===== src/rtl/pip_pkg.sv =====
`timescale 1ns / 1ps
// Package for the point-in-polygon test block.
// Holds fixed field widths and the function codes of an input word; no dependencies.
package pip_pkg;

   // Fixed field widths of the command and configuration words.
   localparam int CFG_W = 7;
   localparam int IDX_W = 6;

   // Function codes of an input word.
   typedef enum logic [0:0] {
      FUNC_WRITE = 1'b0,
      FUNC_QUERY = 1'b1
   } func_type;

   // Tags that travel with a vertex read down the edge pipeline.
   typedef struct packed {
      logic vld;
      logic first;
      logic last;
   } rd_tag_type;

endpackage


===== src/rtl/point_in_polygon_test_top.sv =====
`timescale 1ns / 1ps
// Point-in-polygon test by the even-odd crossing rule, with a vertex memory and edge pipeline.
// Depends on pip_pkg for field widths, function codes and the read tag type.

// A vertex write (func 0) gives no result word; busy stays low.
// A query (func 1) holds busy high while the block walks the polygon one edge per
// cycle from a vertex memory with a registered read. It reads n + 1 vertices (none
// when n is zero), where n is vertex_count capped at MAX_VERTICES. The inside
// word is registered onto rsp_valid after the last edge leaves stage B, or from
// the walk state when n is zero. busy falls in the cycle that shows the result,
// so a new word can be started there. The receiver cannot stall: each result is
// shown for exactly one cycle. vertex_count may only be written while busy is low.
module point_in_polygon_test_top
   import pip_pkg::*;
#(
   parameter int MAX_VERTICES = 64,
   parameter int COORD_WIDTH  = 16
) (
   input  logic                          clock,
   input  logic                          reset,
   // Command channel
   input  logic                          start,
   output logic                          busy,
   input  logic                          req_func,
   input  logic [IDX_W-1:0]              req_vertex_index,
   input  logic signed [COORD_WIDTH-1:0] req_coord_x,
   input  logic signed [COORD_WIDTH-1:0] req_coord_y,
   // Result channel
   output logic                          rsp_valid,
   output logic                          rsp_inside_res,
   // Configuration
   input  logic                          csr_wr_en,
   input  logic [CFG_W-1:0]              csr_wr_data
);

   localparam int CW   = COORD_WIDTH;
   localparam int DW   = CW + 1;
   localparam int PW   = 2 * DW;
   localparam int AW   = $clog2(MAX_VERTICES);
   localparam int NW   = $clog2(MAX_VERTICES + 1);
   localparam int CMPW = (NW > CFG_W) ? NW : CFG_W;

   localparam logic [0:0] ST_IDLE = 1'b0;
   localparam logic [0:0] ST_WALK = 1'b1;

   // Configuration register.
   logic [CFG_W-1:0] vcount_ff;

   always_ff @(posedge clock) begin
      if (reset) begin
         vcount_ff <= CFG_W'(3);
      end else if (csr_wr_en) begin
         vcount_ff <= csr_wr_data;
      end
   end

   // Vertex count in use, capped at the store depth.
   logic [NW-1:0] n_sat;
   assign n_sat = (CMPW'(vcount_ff) > CMPW'(MAX_VERTICES)) ? NW'(MAX_VERTICES)
                                                           : NW'(vcount_ff);

   // Input word decode.
   logic accept;
   logic is_query;
   logic mem_we;
   assign accept   = start && !busy;
   assign is_query = (req_func == FUNC_QUERY);
   assign mem_we   = accept && !is_query &&
                     (32'(req_vertex_index) < 32'(MAX_VERTICES));

   // Control state.
   logic [0:0]     state_ff, state_in;
   logic [NW-1:0]  n_ff;
   logic [NW-1:0]  rd_cnt_ff;
   logic           rd_active_ff;
   logic           rd_en;
   logic [AW-1:0]  rd_addr;
   logic [NW-1:0]  n_minus1;
   logic [NW-1:0]  cnt_minus1;
   logic           rsp_valid_ff, rsp_valid_in;
   logic           rsp_inside_ff;
   logic           parity_ff;
   logic           parity_in;

   assign busy = (state_ff == ST_WALK);

   // Vertex read address: the closing vertex first, then vertices 0 to n-1.
   assign rd_en      = rd_active_ff;
   assign n_minus1   = n_ff - NW'(1);
   assign cnt_minus1 = rd_cnt_ff - NW'(1);
   assign rd_addr    = (rd_cnt_ff == '0) ? n_minus1[AW-1:0] : cnt_minus1[AW-1:0];

   // Vertex memory: one entry of {x, y} per slot, registered read.
   logic [2*CW-1:0] vertex_mem_ff [MAX_VERTICES];
   logic [2*CW-1:0] rd_data_ff;

   always_ff @(posedge clock) begin
      if (mem_we) begin
         vertex_mem_ff[AW'(req_vertex_index)] <= {req_coord_x, req_coord_y};
      end
      if (rd_en) begin
         rd_data_ff <= vertex_mem_ff[rd_addr];
      end
   end

   // Query point, held for the whole walk.
   logic signed [CW-1:0] qx_ff, qy_ff;

   always_ff @(posedge clock) begin
      if (accept && is_query) begin
         qx_ff <= req_coord_x;
         qy_ff <= req_coord_y;
      end
   end

   // Read sequencer.
   always_ff @(posedge clock) begin
      if (reset) begin
         rd_active_ff <= 1'b0;
      end else if (accept && is_query) begin
         rd_active_ff <= (n_sat != '0);
      end else if (rd_active_ff && (rd_cnt_ff == n_ff)) begin
         rd_active_ff <= 1'b0;
      end
   end

   always_ff @(posedge clock) begin
      if (accept && is_query) begin
         n_ff      <= n_sat;
         rd_cnt_ff <= '0;
      end else if (rd_active_ff) begin
         rd_cnt_ff <= rd_cnt_ff + NW'(1);
      end
   end

   // Tag of the word now on the memory output.
   rd_tag_type s1_tag_ff;

   always_ff @(posedge clock) begin
      if (reset) begin
         s1_tag_ff <= '0;
      end else begin
         s1_tag_ff.vld   <= rd_en;
         s1_tag_ff.first <= (rd_cnt_ff == '0);
         s1_tag_ff.last  <= (rd_cnt_ff == n_ff);
      end
   end

   // Edge stage A: current vertex i from memory, previous vertex j held here.
   logic signed [CW-1:0] xi, yi;
   logic signed [CW-1:0] xj_ff, yj_ff;
   assign xi = $signed(rd_data_ff[2*CW-1:CW]);
   assign yi = $signed(rd_data_ff[CW-1:0]);

   always_ff @(posedge clock) begin
      if (s1_tag_ff.vld) begin
         xj_ff <= xi;
         yj_ff <= yi;
      end
   end

   logic                 sa_vld_ff, sa_last_ff, sa_str_ff;
   logic signed [DW-1:0] sa_dx_ff, sa_dy_ff, sa_qxd_ff, sa_qyd_ff;

   always_ff @(posedge clock) begin
      if (reset) begin
         sa_vld_ff <= 1'b0;
      end else begin
         sa_vld_ff <= s1_tag_ff.vld && !s1_tag_ff.first;
      end
   end

   always_ff @(posedge clock) begin
      sa_last_ff <= s1_tag_ff.last;
      sa_str_ff  <= ((yi < qy_ff) && (yj_ff >= qy_ff)) ||
                    ((yj_ff < qy_ff) && (yi >= qy_ff));
      sa_dx_ff   <= DW'(xj_ff) - DW'(xi);
      sa_dy_ff   <= DW'(yj_ff) - DW'(yi);
      sa_qxd_ff  <= DW'(qx_ff) - DW'(xi);
      sa_qyd_ff  <= DW'(qy_ff) - DW'(yi);
   end

   // Edge stage B: cross products for the crossing test.
   logic                 sb_vld_ff, sb_last_ff, sb_str_ff, sb_dypos_ff;
   logic signed [PW-1:0] sb_lhs_ff, sb_rhs_ff;

   always_ff @(posedge clock) begin
      if (reset) begin
         sb_vld_ff <= 1'b0;
      end else begin
         sb_vld_ff <= sa_vld_ff;
      end
   end

   always_ff @(posedge clock) begin
      sb_last_ff  <= sa_last_ff;
      sb_str_ff   <= sa_str_ff;
      sb_dypos_ff <= (sa_dy_ff > DW'(0));
      sb_lhs_ff   <= PW'(sa_qyd_ff) * PW'(sa_dx_ff);
      sb_rhs_ff   <= PW'(sa_qxd_ff) * PW'(sa_dy_ff);
   end

   // Edge stage C: compare in the direction of dy and toggle the parity.
   logic left;
   assign left      = sb_dypos_ff ? (sb_lhs_ff < sb_rhs_ff) : (sb_rhs_ff < sb_lhs_ff);
   assign parity_in = parity_ff ^ (sb_vld_ff && sb_str_ff && left);

   always_ff @(posedge clock) begin
      if (accept && is_query) begin
         parity_ff <= 1'b0;
      end else begin
         parity_ff <= parity_in;
      end
   end

   // Result word and state update.
   assign rsp_valid_in = busy && ((n_ff == '0) || (sb_vld_ff && sb_last_ff));

   always_comb begin
      state_in = state_ff;
      case (state_ff)
         ST_IDLE: begin
            if (accept && is_query) begin
               state_in = ST_WALK;
            end
         end
         ST_WALK: begin
            if (rsp_valid_in) begin
               state_in = ST_IDLE;
            end
         end
         default: state_in = ST_IDLE;
      endcase
   end

   always_ff @(posedge clock) begin
      if (reset) begin
         state_ff     <= ST_IDLE;
         rsp_valid_ff <= 1'b0;
      end else begin
         state_ff     <= state_in;
         rsp_valid_ff <= rsp_valid_in;
      end
   end

   always_ff @(posedge clock) begin
      if (rsp_valid_in) begin
         rsp_inside_ff <= (n_ff == '0) ? 1'b0 : parity_in;
      end
   end

   assign rsp_valid      = rsp_valid_ff;
   assign rsp_inside_res = rsp_inside_ff;

   // Checks on the walk sequencing.
   a_rsp_after_busy: assert property (@(posedge clock) disable iff (reset)
      rsp_valid_ff |-> $past(busy))
      else $error("result word without a query in progress");

   a_idle_on_rsp: assert property (@(posedge clock) disable iff (reset)
      rsp_valid_ff |-> !busy)
      else $error("busy still high while the result word is shown");

   a_read_when_busy: assert property (@(posedge clock) disable iff (reset)
      rd_en |-> busy)
      else $error("vertex read outside a query");

   a_write_when_idle: assert property (@(posedge clock) disable iff (reset)
      mem_we |-> !busy)
      else $error("vertex write during a query");

   a_edge_when_busy: assert property (@(posedge clock) disable iff (reset)
      sb_vld_ff |-> busy)
      else $error("edge result outside a query");

endmodule

===== config.mk =====
export PLATFORM = sky130hd
export DESIGN_NAME = point_in_polygon_test_top
export DESIGN_NICKNAME = d
export VERILOG_FILES = /design/src/rtl/pip_pkg.sv /design/src/rtl/point_in_polygon_test_top.sv
export SDC_FILE = /design/constraint.sdc
export NUM_CORES = 2
export LEC_CHECK = 0
export ABC_CLOCK_PERIOD_IN_PS = 6100
export BUFFER_PORTS_ARGS = -buffer_cell sky130_fd_sc_hd__buf_2
export CORE_MARGIN = 4
export CORE_UTILIZATION = 30
export DETAILED_ROUTE_END_ITERATION = 10
export HOLD_SLACK_MARGIN = 0.08
export SLEW_MARGIN = 10
export SYNTH_ARGS = -nofsm -noshare
export SYNTH_HDL_FRONTEND = slang
export SYNTH_SLANG_ARGS = --single-unit

===== constraint.sdc =====
create_clock -name clock -period 6.1 [get_ports clock]
set_clock_uncertainty 0.05 [all_clocks]
set_input_delay 1.22 -clock clock [delete_from_list [all_inputs] [get_ports clock]]
set_output_delay 1.22 -clock clock [all_outputs]
set_load 0.01 [all_outputs]

# ---- Word-level counts from Yosys, hierarchy flattened
# Memory sizes are Yosys's and may differ from the RTL's. A register that Yosys moved wholly into a read port is not among the register bits.
# Index checks and enable logic that the tools add are counted.
dict set report word_totals {
  reg_bits 236
  latchBits 0
  ramBits 2048
  mem_bits_ro 0
  input_bits 50
  out_inout_bits 3
  word_cells 79
  memories 1
}
dict set report op_classes {
  addsub 7
  multipliers 2
  div 0
  magnitude_cmp 8
  n_eq_ne 1
  shift 0
  n_mux 10
  bitwise 2
  n_reduce_logical 20
}
# memory words word_bits read_ports rd_clocked_by_memory_dff wr line_no
set memory_table {}
lappend memory_table {vertex_mem_ff 64 32 1 1 1 point_in_polygon_test_top.sv:94} ;# logic [2*CW-1:0] vertex_mem_ff [MAX_VERTICES];
# cell n
set op_table {}
lappend op_table {{less-than comparator 34 bit} 2}
lappend op_table {{multiplier 17 x 17 -> 34 bit} 2}
lappend op_table {{subtractor 16 x 16 -> 17 bit} 4}
lappend op_table {{greater-or-equal comparator 16 bit} 2}
lappend op_table {{less-than comparator 16 bit} 2}
lappend op_table {{greater-than comparator 17 x 1 -> 1 bit, second input constant} 1}
lappend op_table {{logical NOT 7 bit} 2}
lappend op_table {{subtractor 6 x 1 -> 6 bit, second input constant} 2}
lappend op_table {{logical AND 1 bit} 11}
lappend op_table {{adder 7 x 1 -> 7 bit, second input constant} 1}
lappend op_table {{equality test 7 bit} 1}
lappend op_table {{greater-than comparator 7 bit, second input constant} 1}
lappend op_table {{two-way mux 1 bit} 7}
lappend op_table {{two-way mux 7 bit} 1}
lappend op_table {{nonzero test 7 bit} 1}
lappend op_table {{two-way mux 6 bit} 1}
lappend op_table {{logical NOT 1 bit} 3}
lappend op_table {{logical OR 1 bit} 2}
lappend op_table {{case mux 1 bit (2 select lines)} 1}
lappend op_table {{nonzero test 2 bit} 1}
lappend op_table {{inverter 1 bit} 1}
lappend op_table {{bitwise XOR 1 bit} 1}

# ---- Depth between registers and ports, before layout
dict set report logic_depth {
  ltp_word 5
  mapped_depth 24
  ltp_nobuf 23
}

# ---- Worst setup path after synthesis
# OpenSTA, ideal clock, no wires.
dict set report synth_timing {
  kind {register to register}
  start {register sa_dy_ff[8]}
  end {register sb_rhs_ff[32]}
  setup_time_ns 0.106
  t_arrival_ns 6.159
  path_slack_ns -0.215
  path_stages_with_launch 23
  n_path_buf 3
  synth_period_minus_slack_ns 6.315
  path_cell_list {dfxtp_1 -> clkbuf_1 -> clkbuf_1 -> nand2_1 -> fa_1 -> inv_1 -> fa_1 -> fa_1 -> fa_1 -> fa_1 -> inv_1 -> fa_1 -> inv_1 -> ha_1 -> clkbuf_1 -> a21oi_1 -> o221ai_1 -> a21o_1 -> a2111oi_0 -> a21oi_1 -> a21oi_1 -> or4b_1 -> o311ai_0}
}
dict set report synth_between {
  elab_chain_cells 1
}
# element line_no
set synth_rtl {}
lappend synth_rtl {{start: declaration} point_in_polygon_test_top.sv:163} ;# logic signed [DW-1:0] sa_dx_ff, sa_dy_ff, sa_qxd_ff, sa_qyd_ff;
lappend synth_rtl {{start signal: assignment} point_in_polygon_test_top.sv:178} ;# sa_dy_ff <= DW'(yj_ff) - DW'(yi);
lappend synth_rtl {{multiplier 17 x 17 -> 34 bit} point_in_polygon_test_top.sv:200} ;# sb_rhs_ff <= PW'(sa_qxd_ff) * PW'(sa_dy_ff);
lappend synth_rtl {{end signal: assignment} point_in_polygon_test_top.sv:200}
lappend synth_rtl {{end: declaration} point_in_polygon_test_top.sv:185} ;# logic signed [PW-1:0] sb_lhs_ff, sb_rhs_ff;
# No other way between the ends.
# A chain may end at the register's enable or synchronous reset.

# ---- Final worst setup path
dict set report layout_timing {
  start {register sa_dy_ff[5]}
  end {register sb_rhs_ff[32]}
}
# Same word-level chain as after synthesis.

==> results.py <==
metrics = {
    "floorplan": {
        "dieArea_um2": 383100,
        "initial_core_util_pct": 30.11,
        "io_pins": 53,
        "die_y_um": 619.0,
        "die_w_um": 619.0,
        "rows": 224,
        "core_area_um2": 371900,
    },
    "clocking": {
        "holdBufCountCts": 0,
        "insertion_delay_ns": 0.91,
        "clk_pin_slew_worst_paths_ns": 0.06,
        "clockBufferDepth": 4,
        "cts_buffers": 226,
        "clock-sinks": 2316,
        "ctsHtreeMaxLevel": 4,
        "cts_root_buffer": "clkbuf_16",
        "cts_tree": "yes",
    },
    "route": {
        "via_count": 59983,
        "wire_per_inst_um": 23.34,
        "drt_pass1_iterations": 6,
        "routed_via_density": 4.873,
        "drc": 0,
        "ant_nets": 0,
        "routed_wl_mm": 287.2,
        "drt_iter0_drc": 5635,
    },
    "place": {
        "io_buffers": 52,
        "hpwl_mm": 184.1,
        "gp_congestion": 0.8464,
        "placed_area_um2": 121000,
    },
    "setup_path": {
        "path_max_fanout": 8,
        "critPathCaptureType": "flip-flop",
        "required_ns": 6.75,
        "path_buf_inv": 3,
        "critPathMaxStageDelay_ns": 0.59,
        "critPathLaunchType": "flip-flop",
        "cp.arrival_ns": 6.63,
        "crit_chain": "buf_6, and2_1, fa_1, inv_1, fa_1, fa_1, fa_1, inv_1, fa_1, fa_1, ha_4, and3_4, a211o_1, o2111ai_4, a21oi_2, a21oi_2, or4b_4, o311ai_2",
        "critical_path.slowest_cell": "fa_1",
        "path_class": "flip-flop to flip-flop",
        "path_common_cell": "fa_1",
        "critical_path.top_delay_family": "adder cells",
    },
    "sta": {
        "setup_violations": 0,
        "post-route-period-util_pct": 97.99,
        "drv_slew": 0,
        "tightest_slew_ns": 1.213,
        "slew_headroom_pct": 19.14,
        "fmax_mhz": 167.3,
        "fin_crit_ns": 5.977,
        "hold_viol": 0,
    },
    "logic_synthesis": {
        "synth_cell_types": 69,
        "synth_area_um2": 112000,
        "syn_avg_cell_area_um2": 16.58,
        "synth_mux_area_share_pct": 13.31,
        "yosysWarningCount": 0,
        "synth_top_family_by_area": "adder cells",
        "synthSimpleGateAreaFrac_pct": 4.898,
        "synth-compound-area-share_pct": 2.626,
        "synth_fa_ha_area_share_pct": 13.87,
        "netlist_instances": 6756,
        "yosysSeqAreaShare_pct": 60.64,
        "synth-seq-cells": 2316,
        "synth_edf_count": 2152,
        "syn-num-nets": 7690,
        "synthFlopType": "edfxtp_1",
        "async_flop_share_pct": 0,
        "synth_xor_area_share_pct": 1.001,
    },
    "layout": {
        "num-nets-final": 8090,
        "area_growth_pct": 15.10,
        "finish.utilization_pct": 34.66,
        "layout-drive-gt1-share_pct": 20.56,
        "final_cell_area_um2": 128900,
    },
    "grt": {
        "grt_pass1_wl_mm": 425.4,
        "busiest_layer": "met2",
        "grtUsageMet2_pct": 24.79,
        "met3_usage_pct": 1.989,
        "grt_pass1_vias": 63819,
        "grt_overflow": 0,
        "use_met1_pct": 20.31,
        "grt_max_degree": 94,
        "grtUsageTotal_pct": 14.84,
        "grt_antenna_before_repair": 17,
    },
    "status": {
        "outcome": "finished, final reports clean",
    },
    "worst_hold_path": {
        "hp-class": "flip-flop to flip-flop",
    },
    "run": {
        "maxCapViolCount": 0,
    },
}
==> final timing paths <==
| path | startpoint | end | slack, ns | cells past startpoint |
|---|---|---|---|---|
| min | sa_str_ff | sb_str_ff | 0.28 | 0 |
| max | sa_dy_ff[5] | sb_rhs_ff[32] | 0.12 | 18 |
| min reg2reg | sa_str_ff | sb_str_ff | 0.28 | 0 |
| max reg2reg | sa_dy_ff[5] | sb_rhs_ff[32] | 0.12 | 18 |
==> per-stage QoR <==
stage / TNS (ns) / hold WS, ns / setup WS, ns / std cells
2_1_floorplan: -0.007056 / 0.2596 / -0.007056 / 6756
3_3_place_gp: -0.3559 / 0.2626 / -0.1790 / 11889
3_5_place_dp: -1.047 / 0.2621 / -0.2459 / 11889
4_1_cts: 0 / 0.2759 / 0.0006932 / 12299
5_1_grt: -0.03527 / 0.2770 / -0.03411 / 12305
6_report: 0 / 0.2752 / 0.1226 / 12308
==> cell usage after synthesis, types with 5 or more instances <==
master,number,area [um^2]
a211o_1,7,61.31
a211oi_1,13,97.59
a21boi_0,6,45.04
a21o_1,28,210.2
a21oi_1,175,875.8
a22oi_1,32,240.2
a311oi_1,5,43.79
a31oi_1,8,50.05
and2_1,295,1846
and3_1,16,100.1
buf_1,10,37.54
buf_2,51,255.2
buf_4,9,67.56
buf_6,26,292.8
clkbuf_1,176,660.6
dfxtp_1,164,3283
edfxtp_1,2152,64620
fa_1,596,11930
ha_1,288,3603
inv_1,741,2781
mux2_2,60,675.7
mux2i_1,265,2653
mux4_2,512,11530
nand2_1,328,1231
nand2b_1,22,137.6
nand3_1,44,220.2
nand3b_1,7,52.55
nand4_1,19,118.9
nor2_1,257,964.7
nor2b_1,41,256.5
nor3_1,38,190.2
nor4_1,14,87.58
o211ai_1,14,105.1
o21a_1,17,127.6
o21ai_0,63,315.3
o21bai_1,6,45.04
o221ai_1,36,315.3
o31ai_1,7,52.55
o41ai_1,10,87.58
or3_1,15,93.84
xnor2_1,98,858.3
xor2_1,30,262.8
==> sequential cells by signal, indices dropped and copies added (netlist names), 3 cells and up <==
name	cells
sa_qyd_ff	17
sa_qxd_ff	17
qy_ff	16
rd_cnt_ff	7
yj_ff	16
vertex_mem_ff	2048
qx_ff	16
vcount_ff	7
n_ff	7
s1_tag_ff	3
sb_rhs_ff	34
rd_data_ff	32
xj_ff	16
sa_dy_ff	17
sa_dx_ff	17
sb_lhs_ff	34
==> worst register-to-register path: cells and delay by family (launching register included) <==
kind                     cells  cell delay [ns]
adder cells (fa/ha/maj)      7             3.37
AO/OA/AOI/OAI                5             1.01
AND/OR/NAND/NOR              3             0.82
flip-flops                   1             0.37
buffers and inverters        3             0.26
==> placed cells by master (no fill, tap or decap), types with 41 or more instances in the layout <==
master     synthesis  routed
nor2b_1           41      41
clkbuf_1         176      48
clkinv_1           0      41
and2_1           295     295
fa_1             596     582
nand3_1           44      42
mux2_2            60      60
a21oi_1          175     161
buf_2             51      52
nor2_1           257     189
nor2_4             0      67
o21ai_0           63      59
inv_1            741     741
nand2_1          328     323
mux4_2           512     512
buf_4              9     346
ha_1             288     277
mux2i_1          265     265
xnor2_1           98      96
dfxtp_1          164     131
clkbuf_16          0     230
edfxtp_1        2152    2152
==> final cells by class <==
class | instances | area [um^2]
repair buffers | 444 | 3709
fillers | 35121 | 243000
multi-input cells | 3427 | 40900
flip-flops and latches | 2316 | 67970
well taps | 4972 | 6221
clock inverters | 120 | 1285
clock buffers | 285 | 6032
inverters | 741 | 2781
diodes | 3 | 7.507
==> logic make-up (layout without fill, tap and decap cells) <==
family	count (synthesis)	count (layout)
buffers and inverters	1013	1590
flip-flops	2316	2316
XOR/XNOR	128	128
AND/OR/NAND/NOR	1117	1117
other	0	3
AO/OA/AOI/OAI	457	457
adder cells (fa/ha/maj)	884	884
multiplexers	841	841
==> metal layers <==
| layer | routed length (um) | part of all wire (%) |
|---|---|---|
| met1 | 120300 | 42 |
| met2 | 139600 | 49 |
| met3 | 18450 | 6.4 |
| met4 | 8829 | 3.1 |
| met5 | 27 | 0.0094 |
==> what timing repair did <==
action | CTS | global route
pin swaps | 8 | 43
resized for setup | 45 | 79
endpoints found under the setup margin | 11 | 20
setup buffers | 5 | 6
Power is not shown: default switching activity piles up to over one toggle a cycle in this logic, so the estimate is an artifact.
